### src/design/cscan_pkg.sv
package cscan_pkg;

   localparam int QUEUE_DEPTH = 16;
   localparam int IDX_W       = (QUEUE_DEPTH > 1) ? $clog2(QUEUE_DEPTH) : 1;
   localparam int CNT_W       = $clog2(QUEUE_DEPTH + 1);

   localparam logic [23:0] MOVE_MAX = 24'hFF_FFFF;

   localparam logic [7:0] END_CYLINDER_RST = 8'd31;
   localparam logic [7:0] START_HEAD_RST   = 8'd15;

   localparam logic CMD_ADD   = 1'b0;
   localparam logic CMD_SERVE = 1'b1;

   localparam logic REG_END_CYLINDER = 1'b0;
   localparam logic REG_START_HEAD   = 1'b1;

   typedef struct packed {
      logic       command;
      logic [7:0] cylinder;
   } req_type;

   typedef struct packed {
      logic        served_valid;
      logic [7:0]  served_cylinder;
      logic [23:0] total_movement;
      logic        dropped;
      logic [4:0]  pending;
   } rsp_type;

   // scan token walked down the cell row, one cell per cycle
   typedef struct packed {
      logic             active;
      logic             command;
      logic [7:0]       cylinder;
      logic [7:0]       head;
      logic             placed;
      logic             above_found;
      logic [7:0]       above_cyl;
      logic [IDX_W-1:0] above_idx;
      logic             any_found;
      logic [7:0]       any_cyl;
      logic [IDX_W-1:0] any_idx;
   } token_type;

   typedef struct packed {
      logic             strobe;
      logic [IDX_W-1:0] idx;
   } clear_type;

   typedef enum logic [1:0] {
      ST_IDLE,
      ST_SCAN,
      ST_FINISH
   } state_type;

endpackage

### src/design/cscan_cell.sv
module cscan_cell (
   input  logic                      clock,
   input  logic                      reset,
   input  logic [cscan_pkg::IDX_W-1:0] cell_idx,
   input  cscan_pkg::token_type      tok_in,
   input  cscan_pkg::clear_type      clr,
   output cscan_pkg::token_type      tok_out
);
   import cscan_pkg::*;

   logic       valid_ff, valid_in;
   logic [7:0] cyl_ff, cyl_in;
   token_type  tok_ff, tok_in_next;

   always_comb begin
      valid_in    = valid_ff;
      cyl_in      = cyl_ff;
      tok_in_next = tok_in;
      if (tok_in.active && tok_in.command == CMD_ADD) begin
         // first free slot claims the request
         if (!tok_in.placed && !valid_ff) begin
            valid_in           = 1'b1;
            cyl_in             = tok_in.cylinder;
            tok_in_next.placed = 1'b1;
         end
      end else if (tok_in.active && tok_in.command == CMD_SERVE && valid_ff) begin
         // strict less keeps the lower slot on ties
         if (cyl_ff > tok_in.head &&
             (!tok_in.above_found || cyl_ff < tok_in.above_cyl)) begin
            tok_in_next.above_found = 1'b1;
            tok_in_next.above_cyl   = cyl_ff;
            tok_in_next.above_idx   = cell_idx;
         end
         if (!tok_in.any_found || cyl_ff < tok_in.any_cyl) begin
            tok_in_next.any_found = 1'b1;
            tok_in_next.any_cyl   = cyl_ff;
            tok_in_next.any_idx   = cell_idx;
         end
      end
      if (clr.strobe && clr.idx == cell_idx) begin
         valid_in = 1'b0;
      end
   end

   always_ff @(posedge clock) begin
      if (reset) begin
         valid_ff <= 1'b0;
         tok_ff   <= '0;
      end else begin
         valid_ff <= valid_in;
         tok_ff   <= tok_in_next;
      end
   end

   always_ff @(posedge clock) begin
      cyl_ff <= cyl_in;
   end

   assign tok_out = tok_ff;

endmodule

### src/design/cscan_disk_request_scheduler_top.sv
// req_stall is low only in ST_IDLE, so a new request waits until the last result is loaded.
// The token walks the cell row one slot per cycle, then the scan is latched and the finish
// state settles head, total and count.
// A finished result may wait in the output register while the next request is taken.
// Reset (synchronous, active high): table empty, head 15, total 0, end_cylinder 31,
// start_head 15.
module cscan_disk_request_scheduler_top (
   input  logic                 clock,
   input  logic                 reset,
   // request channel
   input  logic                 req_valid,
   output logic                 req_stall,
   input  cscan_pkg::req_type   req_data,
   // result channel
   output logic                 rsp_valid,
   input  logic                 rsp_stall,
   output cscan_pkg::rsp_type   rsp_data,
   // APB-style register port
   input  logic                 psel,
   input  logic                 penable,
   input  logic                 pwrite,
   input  logic [2:0]           paddr,
   input  logic [31:0]          pwdata,
   output logic [31:0]          prdata,
   output logic                 pready
);
   import cscan_pkg::*;

   // ---------------------------------------------------------------
   // Configuration registers. Register index is paddr[2].
   // start_head is readable but never loads the head; reset loads START_HEAD_RST.
   // ---------------------------------------------------------------
   logic [7:0] end_cyl_ff, end_cyl_in;
   logic [7:0] start_head_ff, start_head_in;
   logic       cfg_write;

   assign pready    = 1'b1;
   assign cfg_write = psel && penable && pwrite;

   always_comb begin
      end_cyl_in    = end_cyl_ff;
      start_head_in = start_head_ff;
      if (cfg_write) begin
         case (paddr[2])
            REG_END_CYLINDER: end_cyl_in    = pwdata[7:0];
            REG_START_HEAD:   start_head_in = pwdata[7:0];
            default: ;
         endcase
      end
   end

   always_comb begin
      case (paddr[2])
         REG_END_CYLINDER: prdata = {24'd0, end_cyl_ff};
         REG_START_HEAD:   prdata = {24'd0, start_head_ff};
         default:          prdata = 32'd0;
      endcase
   end

   // ---------------------------------------------------------------
   // Controller state
   // ---------------------------------------------------------------
   state_type        state_ff, state_in;
   logic [7:0]       head_ff, head_in;
   logic [23:0]      total_ff, total_in;
   logic [CNT_W-1:0] count_ff, count_in;
   token_type        result_ff, result_in;
   logic             rsp_valid_ff, rsp_valid_in;
   rsp_type          rsp_data_ff, rsp_data_in;

   logic      req_accept;
   logic      scan_done;
   logic      rsp_free;
   logic      load_rsp;
   logic      latch_result;
   clear_type clr;

   // token chain: link 0 is the injected token, link k+1 leaves cell k
   token_type tok_link [QUEUE_DEPTH+1];

   assign req_accept = req_valid && !req_stall;
   assign scan_done  = tok_link[QUEUE_DEPTH].active;
   assign rsp_free   = !rsp_valid_ff || !rsp_stall;

   always_comb begin
      tok_link[0]          = '0;
      tok_link[0].active   = req_accept;
      tok_link[0].command  = req_data.command;
      tok_link[0].cylinder = req_data.cylinder;
      tok_link[0].head     = head_ff;
   end

   // ---------------------------------------------------------------
   // Cell row: each cell holds one table slot and forwards the token
   // ---------------------------------------------------------------
   for (genvar g = 0; g < QUEUE_DEPTH; g++) begin : g_cell
      cscan_cell u_cell (
         .clock    (clock),
         .reset    (reset),
         .cell_idx (IDX_W'(g)),
         .tok_in   (tok_link[g]),
         .clr      (clr),
         .tok_out  (tok_link[g+1])
      );
   end

   // ---------------------------------------------------------------
   // FSM: next state
   // ---------------------------------------------------------------
   always_comb begin
      state_in = state_ff;
      case (state_ff)
         ST_IDLE:   if (req_accept) state_in = ST_SCAN;
         ST_SCAN:   if (scan_done) state_in = ST_FINISH;
         ST_FINISH: if (rsp_free) state_in = ST_IDLE;
         default:   state_in = ST_IDLE;
      endcase
   end

   // FSM: outputs
   always_comb begin
      req_stall    = 1'b1;
      latch_result = 1'b0;
      load_rsp     = 1'b0;
      case (state_ff)
         ST_IDLE:   req_stall    = 1'b0;
         ST_SCAN:   latch_result = scan_done;
         ST_FINISH: load_rsp     = rsp_free;
         default:   ;
      endcase
   end

   // ---------------------------------------------------------------
   // Finish: pick the served slot and settle head, total and count.
   // The wrap sums end sweep and climb from zero before saturating;
   // two saturating adds of non-negative steps give the same total.
   // ---------------------------------------------------------------
   logic [8:0]  sweep;
   logic [9:0]  amount;
   logic [24:0] sum;
   logic [23:0] sat_total;
   logic        pick_valid;
   logic [7:0]  pick_cyl;
   logic [IDX_W-1:0] pick_idx;

   always_comb begin
      sweep = (end_cyl_ff > result_ff.head) ? {1'b0, end_cyl_ff - result_ff.head}
                                            : {1'b0, result_ff.head - end_cyl_ff};
      if (result_ff.above_found) begin
         pick_valid = 1'b1;
         pick_cyl   = result_ff.above_cyl;
         pick_idx   = result_ff.above_idx;
         amount     = {2'd0, result_ff.above_cyl - result_ff.head};
      end else begin
         pick_valid = result_ff.any_found;
         pick_cyl   = result_ff.any_cyl;
         pick_idx   = result_ff.any_idx;
         amount     = {1'b0, sweep} + {2'd0, result_ff.any_cyl};
      end
      sum       = {1'b0, total_ff} + {15'd0, amount};
      sat_total = sum[24] ? MOVE_MAX : sum[23:0];
   end

   always_comb begin
      head_in      = head_ff;
      total_in     = total_ff;
      count_in     = count_ff;
      result_in    = latch_result ? tok_link[QUEUE_DEPTH] : result_ff;
      clr          = '0;
      rsp_valid_in = rsp_valid_ff && rsp_stall;
      rsp_data_in  = rsp_data_ff;
      if (load_rsp) begin
         rsp_valid_in = 1'b1;
         rsp_data_in  = '0;
         if (result_ff.command == CMD_ADD) begin
            if (result_ff.placed) begin
               count_in = count_ff + CNT_W'(1);
            end
            rsp_data_in.dropped = !result_ff.placed;
         end else if (pick_valid) begin
            clr.strobe = 1'b1;
            clr.idx    = pick_idx;
            head_in    = pick_cyl;
            total_in   = sat_total;
            if (count_ff != '0) begin
               count_in = count_ff - CNT_W'(1);
            end
            rsp_data_in.served_valid    = 1'b1;
            rsp_data_in.served_cylinder = pick_cyl;
         end
         rsp_data_in.total_movement = total_in;
         rsp_data_in.pending        = 5'(count_in);
      end
   end

   always_ff @(posedge clock) begin
      if (reset) begin
         state_ff      <= ST_IDLE;
         end_cyl_ff    <= END_CYLINDER_RST;
         start_head_ff <= START_HEAD_RST;
         head_ff       <= START_HEAD_RST;
         total_ff      <= '0;
         count_ff      <= '0;
         rsp_valid_ff  <= 1'b0;
      end else begin
         state_ff      <= state_in;
         end_cyl_ff    <= end_cyl_in;
         start_head_ff <= start_head_in;
         head_ff       <= head_in;
         total_ff      <= total_in;
         count_ff      <= count_in;
         rsp_valid_ff  <= rsp_valid_in;
      end
   end

   // payload registers
   always_ff @(posedge clock) begin
      result_ff   <= result_in;
      rsp_data_ff <= rsp_data_in;
   end

   assign rsp_valid = rsp_valid_ff;
   assign rsp_data  = rsp_data_ff;

endmodule

### config.mk
export PLATFORM = sky130hd
export DESIGN_NAME = cscan_disk_request_scheduler_top
export DESIGN_NICKNAME = d
export VERILOG_FILES = /design/src/design/cscan_pkg.sv /design/src/design/cscan_cell.sv /design/src/design/cscan_disk_request_scheduler_top.sv
export SDC_FILE = /design/constraint.sdc
export NUM_CORES = 2
export LEC_CHECK = 0
export BUFFER_PORTS_ARGS = -buffer_cell sky130_fd_sc_hd__buf_2
export CORE_MARGIN = 2
export CORE_UTILIZATION = 30
export DETAILED_ROUTE_END_ITERATION = 7
export PLACE_DENSITY = 0.42
export SLEW_MARGIN = 20
export SYNTH_ARGS = -nofsm -noshare
export SYNTH_HDL_FRONTEND = slang
export SYNTH_SLANG_ARGS = --single-unit
### constraint.sdc
create_clock -name clock -period 9.7 [get_ports clock]
set_input_delay 1.94 -clock clock [delete_from_list [all_inputs] [get_ports clock]]
set_output_delay 1.94 -clock clock [all_outputs]
set_load 0.1 [all_outputs]
==> flow_summary.json <==
{
  "design_area_um2": 47300,
  "cts_buffer_depth": 3,
  "synth_top_cell_area_share_pct": 36.4,
  "p_clk_share_pct": 49.5,
  "reg2reg_slack_ns": 2.75,
  "dpl_cell_area_um2": 43500,
  "synth_area_leaders": "dfxtp_1 (36%), edfxtp_1 (15%), ha_1 (11%), inv_1 (3.8%), nor2_1 (3.2%)",
  "drcViolationCount": 0,
  "drv_cap": 0,
  "clock_skew_ns": 0.0324,
  "hold_viol": 0,
  "r2r_cells": 21,
  "p_seq_share_pct": 47.9,
  "final_util_pct": 34.4,
  "worstMarginPinSlew_ns": 1.10,
  "p_int_w": 0.00665,
  "core_region_area_um2": 137000,
  "drive_above_1_share_pct": 7.91,
  "ir_worst_vdd_mv": 0.129,
  "outcome": "completed",
  "antenna_left": 0,
  "max_slew_margin_pct": 25.1,
  "syn_inst": 4117,
  "worstSkewPairLatency_ns": 0.70,
  "first_iter_violations": 1313,
  "critPathTopFamily": "compound AO/OA/AOI/OAI gates",
  "ys_async_sr_fraction_pct": 0,
  "setup_viol": 0,
  "vias": 28200,
  "dieHeight_um": 376,
  "critPathRequiredTime_ns": 10.30,
  "startpoint_type": "flop",
  "max_freq_ghz": 0.144,
  "finalCritPeriodShare_pct": 71.7,
  "worst_r2r_startpoint": "end_cyl_ff[5]$_SDFFE_PP0P_",
  "dp_hpwl_mm": 77.1,
  "p_sw_w": 0.00190,
  "ys_seq_elements": 957,
  "powerDensity_nw_per_um2": 181,
  "pre_cts_ws_ns": 2.64,
  "setup_ws_ns": 2.75,
  "wl_per_cell_um": 17.5,
  "fin_setup_tns_ns": 0,
  "postCtsHoldBufs": 0,
  "grt_antenna_before_repair": 2,
  "chipWidth_um": 376,
  "pwr-share-comb_pct": 2.6,
  "cts-root-buf": "clkbuf_16",
  "via_per_inst": 4.67,
  "numPortBuffers": 73,
  "crit_type": "flop to flop",
  "hp-class": "flop to flop",
  "worstPathMaxFanout": 9,
  "critPathMaxStageDelay_ns": 0.87,
  "post_cts_buffers": 0,
  "ys_seq_area_share_pct": 51.2,
  "cp-startpoint": "end_cyl_ff[5]$_SDFFE_PP0P_",
  "cp_cell_sequence": "inv_1 -> ha_1 -> a211o_1 -> a21oi_1 -> a21o_1 -> mux2i_1 -> mux2_2 -> a311oi_1 -> ha_1 -> nor2_1 -> nor2_1 -> o41ai_1 -> mux2_2 -> a211oi_1 -> ha_1 -> a21o_1 -> a21o_1 -> a2111oi_0 -> nor3_1 -> and2_4 -> a311oi_1",
  "ios": 125,
  "period_minus_slack_ns": 6.95,
  "crit_cells": 21,
  "cts_buffers": 105,
  "synthesis.area_um2": 41400,
  "ctsResizeCount": 0,
  "power_w": 0.00855,
  "synth_top_area_cell": "dfxtp_1",
  "gp_congestion": 0.770,
  "critPathCaptureType": "flop",
  "insertedDiodeCount": 0,
  "synth_warnings": 0,
  "drt_wl_total_mm": 106,
  "start_util_pct": 30.2,
  "p_leak_nw": 17.7,
  "cp_data_arrival_time_ns": 7.56,
  "grt-ovfl-total": 0,
  "drv_slew": 0,
  "cts_tree": "yes",
  "synth_edf_count": 203,
  "switching_share_pct": 22.2,
  "drt_pass1_iterations": 5,
  "area_growth_pct": 14.1,
  "htree_levels": 3,
  "die_area_um2": 141000,
  "path_buf_inv": 1,
  "grt_max_degree": 159,
  "rows": 136,
  "grt_pass1_vias": 28700,
  "fin_nets": 4593,
  "synthFlopType": "dfxtp_1",
  "final_common_cell": "dfxtp_1",
  "rsz0062_at_grt": "false",
  "grtUsageTotal_pct": 15.0,
  "worst_path_max_delay_cell": "a2111oi_0",
  "avgSynthCellArea_um2": 10.1,
  "fill_cells": 13900,
  "grt_pass1_wl_mm": 167,
  "clkTransAtPathRegs_ns": 0.07,
  "clock_sinks": 957,
  "final_cell_mix": "dfxtp_1 (754), inv_1 (421), ha_1 (380)",
  "reg2reg_to": "total_ff[23]$_SDFFE_PP0P_",
  "critical_path.endpoint": "total_ff[23]$_SDFFE_PP0P_",
  "synth_cell_types": 71
}
==> worst min-delay path by stage <==
stage,from,to,slack [ns],cells past startpoint
6_report,g_cell[15].u_cell.tok_out[17]$_SDFF_PP0_,result_ff[17]$_DFFE_PP_,0.39,0
5_1_grt,g_cell[15].u_cell.tok_out[24]$_SDFF_PP0_,result_ff[24]$_DFFE_PP_,0.40,0
4_1_cts,g_cell[15].u_cell.tok_out[17]$_SDFF_PP0_,result_ff[17]$_DFFE_PP_,0.39,0
3_5_place_dp,g_cell[15].u_cell.tok_out[20]$_SDFF_PP0_,result_ff[20]$_DFFE_PP_,0.39,0
3_3_place_gp,g_cell[15].u_cell.tok_out[17]$_SDFF_PP0_,result_ff[17]$_DFFE_PP_,0.39,0
2_1_floorplan,g_cell[14].u_cell.tok_out[35]$_SDFF_PP0_,g_cell[15].u_cell.cyl_ff[0]$_DFFE_PP_,0.39,0
==> through the flow <==
stage / hold WS [ns] / std cells
global placement: 0.386 / 5844
detailed placement: 0.389 / 5844
finish: 0.389 / 6040
floorplan: 0.386 / 4140
CTS: 0.393 / 6040
global route: 0.399 / 6040
==> cells in the mapped netlist (all sizes together) (34+ instances only) <==
| master | number |
|---|---|
| dfxtp | 754 |
| inv | 423 |
| ha | 380 |
| nor2 | 350 |
| a21oi | 262 |
| nand2 | 210 |
| nor2b | 208 |
| edfxtp | 203 |
| clkbuf | 147 |
| o21ai | 135 |
| nand3 | 134 |
| mux2i | 126 |
| o31ai | 79 |
| o2111ai | 77 |
| a21o | 71 |
| o21a | 59 |
| buf | 44 |
| and3 | 43 |
| and2 | 39 |
| nor3b | 34 |
==> kinds of logic (layout without fill, tap and decap cells) <==
group	after synthesis	count (layout)	synth area share [%]
compound gates	870	870	13.9
xor+xnor	23	23	0.486
fa+ha+maj	385	385	11.7
buf+inv	614	720	5.84
flops	957	957	51.2
mux	139	139	3.40
other cells	2	25	0.0181
simple gates	1127	1127	13.5
==> metal layers <==
| metal | GRT usage, % | wire [um] | up-vias |
|---|---|---|---|
| met2 | 24.6 | 48700 | 354 |
| met3 | 2.13 | 3400 | 134 |
| met1 | 20.4 | 51700 | 13300 |
| met4 | 4.28 | 2070 | 2 |
| li1 | - | - | 14400 |
| met5 | 0 | 7 | - |
==> power groups by stage <==
stage,logic [W],clock network (W),registers [W]
6_report,0.000225,0.00423,0.00409
5_1_grt,0.000250,0.00453,0.00409
4_1_cts,0.000229,0.00438,0.00409
3_5_place_dp,0.000228,0,0.00418
3_3_place_gp,0.000226,0,0.00418
2_1_floorplan,0.000188,0,0.00417
==> worst register-to-register path, delay by kind of cell, from the launching register on <==
| family | cells | cell delay (ns) |
|---|---|---|
| AOI/OAI and AO/OA | 10 | 3.36 |
| muxes | 3 | 1.13 |
| adders and majority gates | 3 | 1.07 |
| and+or+nand+nor | 4 | 0.84 |
| DFF | 1 | 0.36 |
| buffers and inverters | 1 | 0.08 |
==> area by class of cell <==
cell class | instances | area, um^2 | area share [%]
Sequential cell | 957 | 21200 | 44.8
Timing Repair Buffer | 101 | 586 | 1.24
Inverter | 423 | 1600 | 3.38
Clock inverter | 69 | 783 | 1.66
Multi-Input combinational cell | 2569 | 17900 | 38.0
Tap cell | 1794 | 2240 | 4.75
Clock buffer | 127 | 2920 | 6.17
==> registers in the layout, indices dropped and copies added (netlist names) <==
register / cells
total_ff: 24
g_cell.u_cell.cyl_ff: 128
count_ff: 5
result_ff: 36
g_cell.u_cell.valid_ff: 16
rsp_data: 39
state_ff: 2
head_ff: 8
g_cell.u_cell.tok_out: 682
start_head_ff: 8
rsp_valid: 1
end_cyl_ff: 8
Power figures use the tool's default switching activity.
